<file path="src/rtl/bps_pkg.sv">
// Shared types and constants for the beep pattern sequencer.
// No dependencies; imported by every module in rtl/.
`default_nettype none

package bps_pkg;

  localparam int TICKS_PER_SECOND = 100;
  localparam int SECONDS_W        = 8;
  localparam int MAX_LIMIT        = ((1 << SECONDS_W) - 1) * TICKS_PER_SECOND;
  localparam int TICK_W           = $clog2(MAX_LIMIT + 1);

  localparam logic [TICK_W-1:0] TICKS_PER_SECOND_V = TICK_W'(TICKS_PER_SECOND);

  // op field codes
  localparam logic OP_TICK    = 1'b0;
  localparam logic OP_REQUEST = 1'b1;

  // power level codes
  localparam logic [1:0] PWR_LOW    = 2'd0;
  localparam logic [1:0] PWR_MEDIUM = 2'd1;
  localparam logic [1:0] PWR_MAX    = 2'd2;

  localparam logic [6:0] DUTY_OFF    = 7'd0;
  localparam logic [6:0] DUTY_LOW    = 7'd25;
  localparam logic [6:0] DUTY_MEDIUM = 7'd50;
  localparam logic [6:0] DUTY_MAX    = 7'd100;

  typedef struct packed {
    logic       op;
    logic [7:0] on_seconds;
    logic [7:0] off_seconds;
    logic [7:0] beep_total;
    logic [1:0] power_level;
  } item_t;

  typedef struct packed {
    logic       accepted;
    logic [6:0] duty_percent;
    logic       done_res;
    logic       busy_res;
  } result_t;

endpackage

`default_nettype wire

</file>
<file path="src/rtl/bps_in_reg.sv">
// Input register stage of the beep pattern sequencer.
// Depends on bps_pkg for the item type.
`default_nettype none

module bps_in_reg (
  input  wire logic          clk,
  input  wire logic          rst,
  input  wire logic          in_valid,
  output logic               in_ready,
  input  wire bps_pkg::item_t in_item,
  input  wire logic          advance,
  output logic               stage_valid,
  output bps_pkg::item_t     stage_item
);
  import bps_pkg::*;

  // holds one item; refills in the same cycle it drains
  assign in_ready = !stage_valid || advance;

  always_ff @(posedge clk) begin
    if (rst) begin
      stage_valid <= 1'b0;
    end else if (in_ready) begin
      stage_valid <= in_valid;
    end
  end

  always_ff @(posedge clk) begin
    if (in_valid && in_ready) begin
      stage_item <= in_item;
    end
  end

endmodule

`default_nettype wire

</file>
<file path="src/rtl/bps_core.sv">
// Sequencer state and the single-step logic for one request or tick.
// Depends on bps_pkg for item/result types and tick counter sizing.
`default_nettype none

module bps_core (
  input  wire logic           clk,
  input  wire logic           rst,
  input  wire logic           step_en,
  input  wire bps_pkg::item_t item,
  output bps_pkg::result_t    result
);
  import bps_pkg::*;

  localparam logic [2:0] PH_IDLE     = 3'd0;
  localparam logic [2:0] PH_ENABLE   = 3'd1;
  localparam logic [2:0] PH_ON_WAIT  = 3'd2;
  localparam logic [2:0] PH_DISABLE  = 3'd3;
  localparam logic [2:0] PH_OFF_WAIT = 3'd4;

  logic [2:0]        phase, phase_next;
  logic [TICK_W-1:0] on_ticks, on_ticks_next;
  logic [TICK_W-1:0] off_ticks, off_ticks_next;
  logic [7:0]        beeps_done, beeps_done_next;
  logic [7:0]        held_on_seconds, held_off_seconds, held_beep_total;
  logic [1:0]        held_power;
  logic              pending_request, pending_request_next;
  logic              busy_flag, busy_flag_next;
  logic [6:0]        duty_level, duty_level_next;
  logic              take_request;
  logic              finished;

  logic [TICK_W-1:0] on_limit, off_limit, on_count, off_count;
  logic [7:0]        beeps_inc, beep_goal;
  logic [6:0]        power_duty;

  assign on_limit  = TICK_W'(held_on_seconds) * TICKS_PER_SECOND_V;
  assign off_limit = TICK_W'(held_off_seconds) * TICKS_PER_SECOND_V;
  assign on_count  = on_ticks + TICK_W'(1);
  assign off_count = off_ticks + TICK_W'(1);
  assign beeps_inc = beeps_done + 8'd1;
  assign beep_goal = (held_beep_total == 8'd0) ? 8'd1 : held_beep_total;

  always_comb begin
    case (held_power)
      PWR_LOW:    power_duty = DUTY_LOW;
      PWR_MEDIUM: power_duty = DUTY_MEDIUM;
      default:    power_duty = DUTY_MAX;
    endcase
  end

  assign take_request = (item.op == OP_REQUEST) && !busy_flag;

  always_comb begin
    phase_next           = phase;
    on_ticks_next        = on_ticks;
    off_ticks_next       = off_ticks;
    beeps_done_next      = beeps_done;
    pending_request_next = pending_request;
    busy_flag_next       = busy_flag;
    duty_level_next      = duty_level;
    finished             = 1'b0;

    if (item.op == OP_REQUEST) begin
      if (take_request) begin
        pending_request_next = 1'b1;
        busy_flag_next       = 1'b1;
      end
    end else begin
      unique case (phase)
        PH_IDLE: begin
          duty_level_next = DUTY_OFF;
          if (pending_request) begin
            pending_request_next = 1'b0;
            phase_next           = PH_ENABLE;
          end
        end
        PH_ENABLE: begin
          duty_level_next = power_duty;
          phase_next      = PH_ON_WAIT;
        end
        PH_ON_WAIT: begin
          on_ticks_next = on_count;
          if (on_count >= on_limit) begin
            on_ticks_next = '0;
            phase_next    = PH_DISABLE;
          end
        end
        PH_DISABLE: begin
          duty_level_next = DUTY_OFF;
          phase_next      = PH_OFF_WAIT;
        end
        PH_OFF_WAIT: begin
          off_ticks_next = off_count;
          if (off_count >= off_limit) begin
            off_ticks_next = '0;
            if (beeps_inc >= beep_goal) begin
              beeps_done_next = 8'd0;
              phase_next      = PH_IDLE;
              busy_flag_next  = 1'b0;
              finished        = 1'b1;
            end else begin
              beeps_done_next = beeps_inc;
              phase_next      = PH_ENABLE;
            end
          end
        end
        default: begin
          phase_next = PH_IDLE;
        end
      endcase
    end
  end

  always_ff @(posedge clk) begin
    if (rst) begin
      phase            <= PH_IDLE;
      on_ticks         <= '0;
      off_ticks        <= '0;
      beeps_done       <= 8'd0;
      held_on_seconds  <= 8'd0;
      held_off_seconds <= 8'd0;
      held_beep_total  <= 8'd0;
      held_power       <= 2'd0;
      pending_request  <= 1'b0;
      busy_flag        <= 1'b0;
      duty_level       <= DUTY_OFF;
    end else if (step_en) begin
      phase           <= phase_next;
      on_ticks        <= on_ticks_next;
      off_ticks       <= off_ticks_next;
      beeps_done      <= beeps_done_next;
      pending_request <= pending_request_next;
      busy_flag       <= busy_flag_next;
      duty_level      <= duty_level_next;
      if (take_request) begin
        held_on_seconds  <= item.on_seconds;
        held_off_seconds <= item.off_seconds;
        held_beep_total  <= item.beep_total;
        held_power       <= item.power_level;
      end
    end
  end

  assign result.accepted     = take_request;
  assign result.duty_percent = duty_level_next;
  assign result.done_res     = finished;
  assign result.busy_res     = busy_flag_next;

  // a free block is idle with no pending request
  a_idle_when_free: assert property (@(posedge clk) disable iff (rst)
    !busy_flag |-> (phase == PH_IDLE) && !pending_request)
    else $error("not busy but sequence active");

  a_pending_only_idle: assert property (@(posedge clk) disable iff (rst)
    pending_request |-> (phase == PH_IDLE) && busy_flag)
    else $error("pending request outside idle");

  a_duty_while_sounding: assert property (@(posedge clk) disable iff (rst)
    (duty_level != DUTY_OFF) |-> (phase == PH_ON_WAIT) || (phase == PH_DISABLE))
    else $error("drive on outside beep");

  a_done_from_off_wait: assert property (@(posedge clk) disable iff (rst)
    step_en && finished |-> (phase == PH_OFF_WAIT) && busy_flag)
    else $error("done outside final off wait");

  a_on_count_phase: assert property (@(posedge clk) disable iff (rst)
    (on_ticks != '0) |-> (phase == PH_ON_WAIT) && (on_ticks < on_limit))
    else $error("on tick count out of place");

endmodule

`default_nettype wire

</file>
<file path="src/rtl/bps_out_reg.sv">
// Result register of the beep pattern sequencer.
// Depends on bps_pkg for the result type.
`default_nettype none

module bps_out_reg (
  input  wire logic             clk,
  input  wire logic             rst,
  input  wire logic             load,
  input  wire bps_pkg::result_t result_in,
  input  wire logic             out_ready,
  output logic                  out_valid,
  output bps_pkg::result_t      result_out
);
  import bps_pkg::*;

  always_ff @(posedge clk) begin
    if (rst) begin
      out_valid <= 1'b0;
    end else if (load) begin
      out_valid <= 1'b1;
    end else if (out_ready) begin
      out_valid <= 1'b0;
    end
  end

  always_ff @(posedge clk) begin
    if (load) begin
      result_out <= result_in;
    end
  end

endmodule

`default_nettype wire

</file>
<file path="src/rtl/beep_pattern_sequencer.sv">
// Beep pattern sequencer top level: input register, sequencer step, result register.
// A request passes through the input stage, then the result register, before its result is valid.
// Throughput: one item per cycle; the sequencer state advances once per item in the
// step logic between the two registers, with no stall unless the result side stalls.
// Reset (rst, synchronous, active high): idle, not busy, duty 0, both stages empty.
// Depends on bps_pkg, bps_in_reg, bps_core, bps_out_reg.
`default_nettype none

module beep_pattern_sequencer (
  input  wire logic       clk,
  input  wire logic       rst,
  input  wire logic       in_valid,
  output logic            in_ready,
  input  wire logic       op,
  input  wire logic [7:0] on_seconds,
  input  wire logic [7:0] off_seconds,
  input  wire logic [7:0] beep_total,
  input  wire logic [1:0] power_level,
  output logic            out_valid,
  input  wire logic       out_ready,
  output logic            accepted,
  output logic [6:0]      duty_percent,
  output logic            done_res,
  output logic            busy_res
);
  import bps_pkg::*;

  item_t   in_item, stage_item;
  result_t step_result, out_result;
  logic    stage_valid, advance, step_en;

  assign in_item.op          = op;
  assign in_item.on_seconds  = on_seconds;
  assign in_item.off_seconds = off_seconds;
  assign in_item.beep_total  = beep_total;
  assign in_item.power_level = power_level;

  // stage moves when the result register is empty or being drained
  assign advance = !out_valid || out_ready;
  assign step_en = stage_valid && advance;

  bps_in_reg u_in_reg (
    .clk         (clk),
    .rst         (rst),
    .in_valid    (in_valid),
    .in_ready    (in_ready),
    .in_item     (in_item),
    .advance     (advance),
    .stage_valid (stage_valid),
    .stage_item  (stage_item)
  );

  bps_core u_core (
    .clk     (clk),
    .rst     (rst),
    .step_en (step_en),
    .item    (stage_item),
    .result  (step_result)
  );

  bps_out_reg u_out_reg (
    .clk        (clk),
    .rst        (rst),
    .load       (step_en),
    .result_in  (step_result),
    .out_ready  (out_ready),
    .out_valid  (out_valid),
    .result_out (out_result)
  );

  assign accepted     = out_result.accepted;
  assign duty_percent = out_result.duty_percent;
  assign done_res     = out_result.done_res;
  assign busy_res     = out_result.busy_res;

endmodule

`default_nettype wire

</file>
<file path="config.mk">
export PLATFORM = sky130hd
export DESIGN_NAME = beep_pattern_sequencer
export DESIGN_NICKNAME = d
export VERILOG_FILES = /design/src/rtl/bps_pkg.sv /design/src/rtl/bps_in_reg.sv /design/src/rtl/bps_core.sv /design/src/rtl/bps_out_reg.sv /design/src/rtl/beep_pattern_sequencer.sv
export SDC_FILE = /design/constraint.sdc
export NUM_CORES = 1
export LEC_CHECK = 0
export BUFFER_PORTS_ARGS = -buffer_cell sky130_fd_sc_hd__clkbuf_2
export CAP_MARGIN = 20
export CORE_MARGIN = 3
export CORE_UTILIZATION = 46
export DETAILED_ROUTE_END_ITERATION = 10
export PLACE_DENSITY = 0.67
export SYNTH_ARGS = -nofsm -noshare
export SYNTH_HDL_FRONTEND = slang
export SYNTH_SLANG_ARGS = --single-unit
</file>
<file path="constraint.sdc">
create_clock -name clk -period 5.2 [get_ports clk]
set_input_delay 0.26 -clock clk [delete_from_list [all_inputs] [get_ports clk]]
set_output_delay 0.26 -clock clk [all_outputs]
set_load 0.02 [all_outputs]
</file>
* Yosys cells after proc, flatten, opt, wreduce, memory -nomap -nowiden *
Index checks and enable logic that the tools add are counted.

word-level totals
  flip-flop bits (word level) = 115
  input port bits = 31
  output and inout port bits = 12
  word-level logic and storage cells = 86

operators by class
  add/sub/neg operators = 3
  $mul = 2
  $lt $le $gt $ge = 3
  eq/ne operators = 9
  multiplexer cells = 23
  bitwise operators = 3
  reductions and logical operators = 21

operators with widths
  operator                                               count
  adder 15 x 1 -> 15 bit, second input constant          2
  >= comparator 15 bit                                   2
  2-to-1 mux 15 bit                                      2
  one-hot mux 7 bit (2 select lines)                     2
  multiplier 8 x 5 -> 13 bit, second input constant      2
  2-to-1 mux 8 bit                                       2
  one-hot mux 3 bit (5 select lines)                     1
  2-to-1 mux 1 bit                                       12
  2-to-1 mux 3 bit                                       3
  AND reduction 3 bit                                    3
  adder 8 x 1 -> 8 bit, second input constant            1
  >= comparator 8 bit                                    1
  logical NOT 8 bit                                      1
  inequality test 2 x 1 -> 1 bit, second input constant  4
  2-to-1 mux 7 bit                                       1
  equality test 3 x 2 -> 1 bit, second input constant    2
  AND reduction 5 bit                                    1
  AND reduction 4 bit                                    1
  nonzero test 2 bit                                     2
  equality test 3 x 1 -> 1 bit, second input constant    1
  equality test 3 bit, second input constant             1
  logical AND 1 bit                                      3
  logical NOT 1 bit                                      3
  logical NOT 3 bit                                      1
  7 further kinds                                        10

* Longest topological paths before layout *
  depth in word-level cells = 7
  depth in mapped cells = 19
  mapped depth without buffers = 18

* Cells and area by module *
A second synthesis with hierarchy kept.

unflattened totals
  cell total of the unflattened synthesis = 725
  area, all modules = 6,964.2 um2

by module, submodules not included
  module                  instances  cells an instance  area each (um2)  sequential area each (um2)
  bps_core                1          677                5,736.8          1,521.5
  bps_in_reg              1          32                 865.8            830.8
  bps_out_reg             1          14                 339.1            320.3
  beep_pattern_sequencer  1          2                  22.5             0.0

* Least setup slack after synthesis *
OpenSTA, ideal clock, no wires.

  path type = reg2reg
  from = reg u_core.held_off_seconds[2]
  to = reg u_out_reg.result_out[0] in the netlist's numbering, data pin
  library setup time = 254 ps
  data arrival time = 4,315 ps
  setup slack = 632 ps
  cell stages (with the launch flop) = 17
  path buffers = 0
  period minus slack after synthesis = 4,568 ps
  cell sequence = dfxtp_1 > ha_1 > ha_1 > fa_1 > ha_1 > a21oi_1 > o21ai_0 > or4_1 > o311ai_0 > xor2_1 > ha_1 > and4_4 > nand3_2 > a211oi_4 > nor2_1 > or3_1 > a21o_1

RTL lines
  what                    RTL line           text
  from (decl)             bps_core.sv:24     logic [7:0] held_on_seconds, held_off_seconds, held_beep_total;
  from (signal assigned)  bps_core.sv:137    held_off_seconds <= item.off_seconds;
  to (signal assigned)    bps_out_reg.sv:28  result_out <= result_in;
  to (decl)               bps_out_reg.sv:12  output bps_pkg::result_t result_out

==> metrics.yaml <==
status:
  status: "finished, final reports clean"
global_route:
  antenna_found_initial: 0
  gr-usage-all-layers: 0.191
  grt_max_degree: 41
  grt_pass1_wl_mm: 25.8
  grt-ovfl-total: 0
  grt_pass1_vias: 5646
logic_synthesis:
  synth-simple-area-share: 0.188
  yosysSeqAreaShare: 0.380
  async_flop_share: 0
  synth_cell_types: 63
  synth.area.mux_share: 0.00142
  synth_nets: 905
  netlist_top_cells_area: "dfxtp_1 22%, ha_1 17%, edfxtp_1 16%, nand2_1 6.0%, a21oi_1 5.3%"
  synth-xor-area-share: 0.0573
  yosysTopAreaCell: "dfxtp_1"
  ys_seq_elements: 115
  synth_warnings: 0
  synthTopCellsByCount: "112 x nand2_1, 95 x ha_1, 78 x dfxtp_1, 75 x a21oi_1, 49 x inv_1"
  synth.most_common_cell: "nand2_1"
  synth_edf_count: 37
  yosys.area_share.adder: 0.186
  syn_inst: 773
  synth_top_family_by_area: "simple AND/OR/NAND/NOR gates"
  synth_top_area_frac: 0.222
  netlist_area_um2: 7030
  synth-compound-area-share: 0.144
  syn_area_per_cell_um2: 9.10
  synthFlopType: "dfxtp_1"
timing:
  clock_skew_ps: 15.2
  rsz0062_at_grt: "no"
  max_freq_mhz: 203
  min_period_ps: 4910
  slew_violations: 0
  tns_ps: 0
  fin_ws_ps: 286
  fin_hold_ws_ps: 11.7
  relSlewSlack: 0.397
  finalHoldViolations: 0
  period_share: 0.945
  worst_slew_pin_slew_ps: 904
  setup_viol: 0
flow_run:
  max_cap_violations: 0
drt:
  ant_nets: 0
  vias: 5609
  post-route-drc-count: 0
  wirelength_mm: 15.2
  wl_per_cell_um: 15.0
  drt_iter0_drc: 292
  dr.pass1.iters: 4
  viasPerCell: 5.54
critical_path:
  worstPathRequired_ps: 5380
  critPathMaxFanout: 8
  start_kind: "register"
  crit_arrival_ps: 5090
  critical_path_class: "register to register"
  end_kind: "register"
  reg2regPathDepth: 16
final_layout:
  final_cell_area_um2: 8080
  fin_cells: 1012
  multi_input_area_um2: 4060
  drive_gt1_frac: 0.114
  diodes: 0
  fillCellCount: 1315
  utilization: 0.548
  syn_to_final_growth_pct: 15.0
  seq_area_um2: 2670
  nets: 948
die:
  dieHeight_um: 130
  pin_count: 43
  fp-row-count: 44
  die_x_um: 130
  core_um2: 14800
  dieArea_um2: 16800
  start_util: 0.477
clock_network:
  clkTransAtPathRegs_ps: 60
  ctsLongestPathBuffers: 2
  root_buffer: "clkbuf_16"
  htree_levels: 4
  cts_buffers: 17
  clock_latency_ps: 420
  cts_setup_buffers: 0
  cts.sink_count: 115
  cts_tree: "built"
placement:
  dpl.hpwl_mm: 10.9
  placed_cell_area_um2: 7400
  io_buffer_count: 42
  dp.cells: 976
  gp_congestion: 0.831
  pre_cts_slack_ps: 261
pwr:
  leakage_nw: 3.50
  vdd_ir_drop_max_mv: 0.300
  powerDensity_nw_per_um2: 302
  finalPower_mw: 2.44
hold_path:
  hold_path.class: "input port to register"
  holdPathStages: 1
[layout by cell type, fill, tap and decap left out, types with 4 or more instances in the layout]
cell and n:
nand2_1 112, ha_1 95, dfxtp_1 78, a21oi_1 75
inv_1 49, nand3_1 42, clkbuf_2 42, edfxtp_1 37
nor2_1 31, o21ai_0 27, xnor2_1 26, xor2_1 20
clkbuf_16 17, and3_1 13, a21o_1 12, nor3_1 11
nor2b_1 10, nor4_1 9, nand4_1 8, nand2b_1 7
or3_1 7, a22o_1 6, fa_1 6, buf_4 6
inv_6 5, bufinv_16 4, clkinvlp_4 4
[logic make-up after synthesis]
logic type	after synthesis
muxes	1
and+or+nand+nor	271
adders and majority gates	101
AOI/OAI and AO/OA	161
DFF	115
buffers and inverters	78
xor gates and xnor gates	46
[worst paths after layout]
| check | startpoint | end | slack, ps |
|---|---|---|---|
| worst min-delay path | off_seconds[3] | u_in_reg.stage_item[13] | 10 |
| worst max register to register | u_core.held_off_seconds[3] | u_out_reg.result_out[0] | 290 |
| worst min register to register | u_core.duty_level[3] | u_core.duty_level[3] | 460 |
| worst max-delay path | u_core.held_off_seconds[3] | u_out_reg.result_out[0] | 290 |
[metal layers]
layer | global-route usage | share of wire | vias to the layer above
met5 | 0 | 0 | -
met4 | 0.0782 | 0.022 | 0
met3 | 0.0396 | 0.029 | 26
li1 | - | - | 2833
met1 | 0.232 | 0.45 | 2653
met2 | 0.329 | 0.49 | 97
[power breakdown]
| part | internal (mW) | switching (mW) | leakage [nW] | total (mW) |
|---|---|---|---|---|
| logic | 0.0887 | 0.142 | 2.22 | 0.231 |
| registers | 0.953 | 0.0157 | 0.991 | 0.969 |
| clock network | 0.804 | 0.440 | 0.293 | 1.24 |
[worst max-delay path, stage by stage (launching register included)]
cell and delay, ps:
dfxtp_1 400, ha_1 260, ha_1 320, fa_1 460
ha_1 350, a21oi_1 200, o21ai_0 130, or4_1 400
o311ai_0 130, xor2_1 120, ha_1 330, and4_4 220
nand3_2 120, a211oi_4 430, nor2_1 200, or3_1 400
a21o_1 180
[layout make-up]
type,count,share of cell area
inverters,49,0.0228
repair buffers,53,0.0390
clock inverters,14,0.0246
clock buffers,17,0.0526
flip-flops and latches,115,0.331
multi-input cells,580,0.502
well taps,184,0.0285
[what timing repair did]
action / CTS / global route
gates resized for setup: 0 / 0
hold buffers: 3 / 0
hold endpoints to repair: 3 / 0
endpoints found under the setup margin: 0 / 0
[sequential cells by signal, summed over array words and instances, names as in the netlist, 8 cells and up]
signal / cells
u_core.held_on_seconds: 8
u_core.held_off_seconds: 8
u_core.held_beep_total: 8
u_core.off_ticks: 15
u_in_reg.stage_item: 27
u_core.beeps_done: 8
u_core.on_ticks: 15
u_out_reg.result_out: 10
Power figures use the tool's default switching activity.
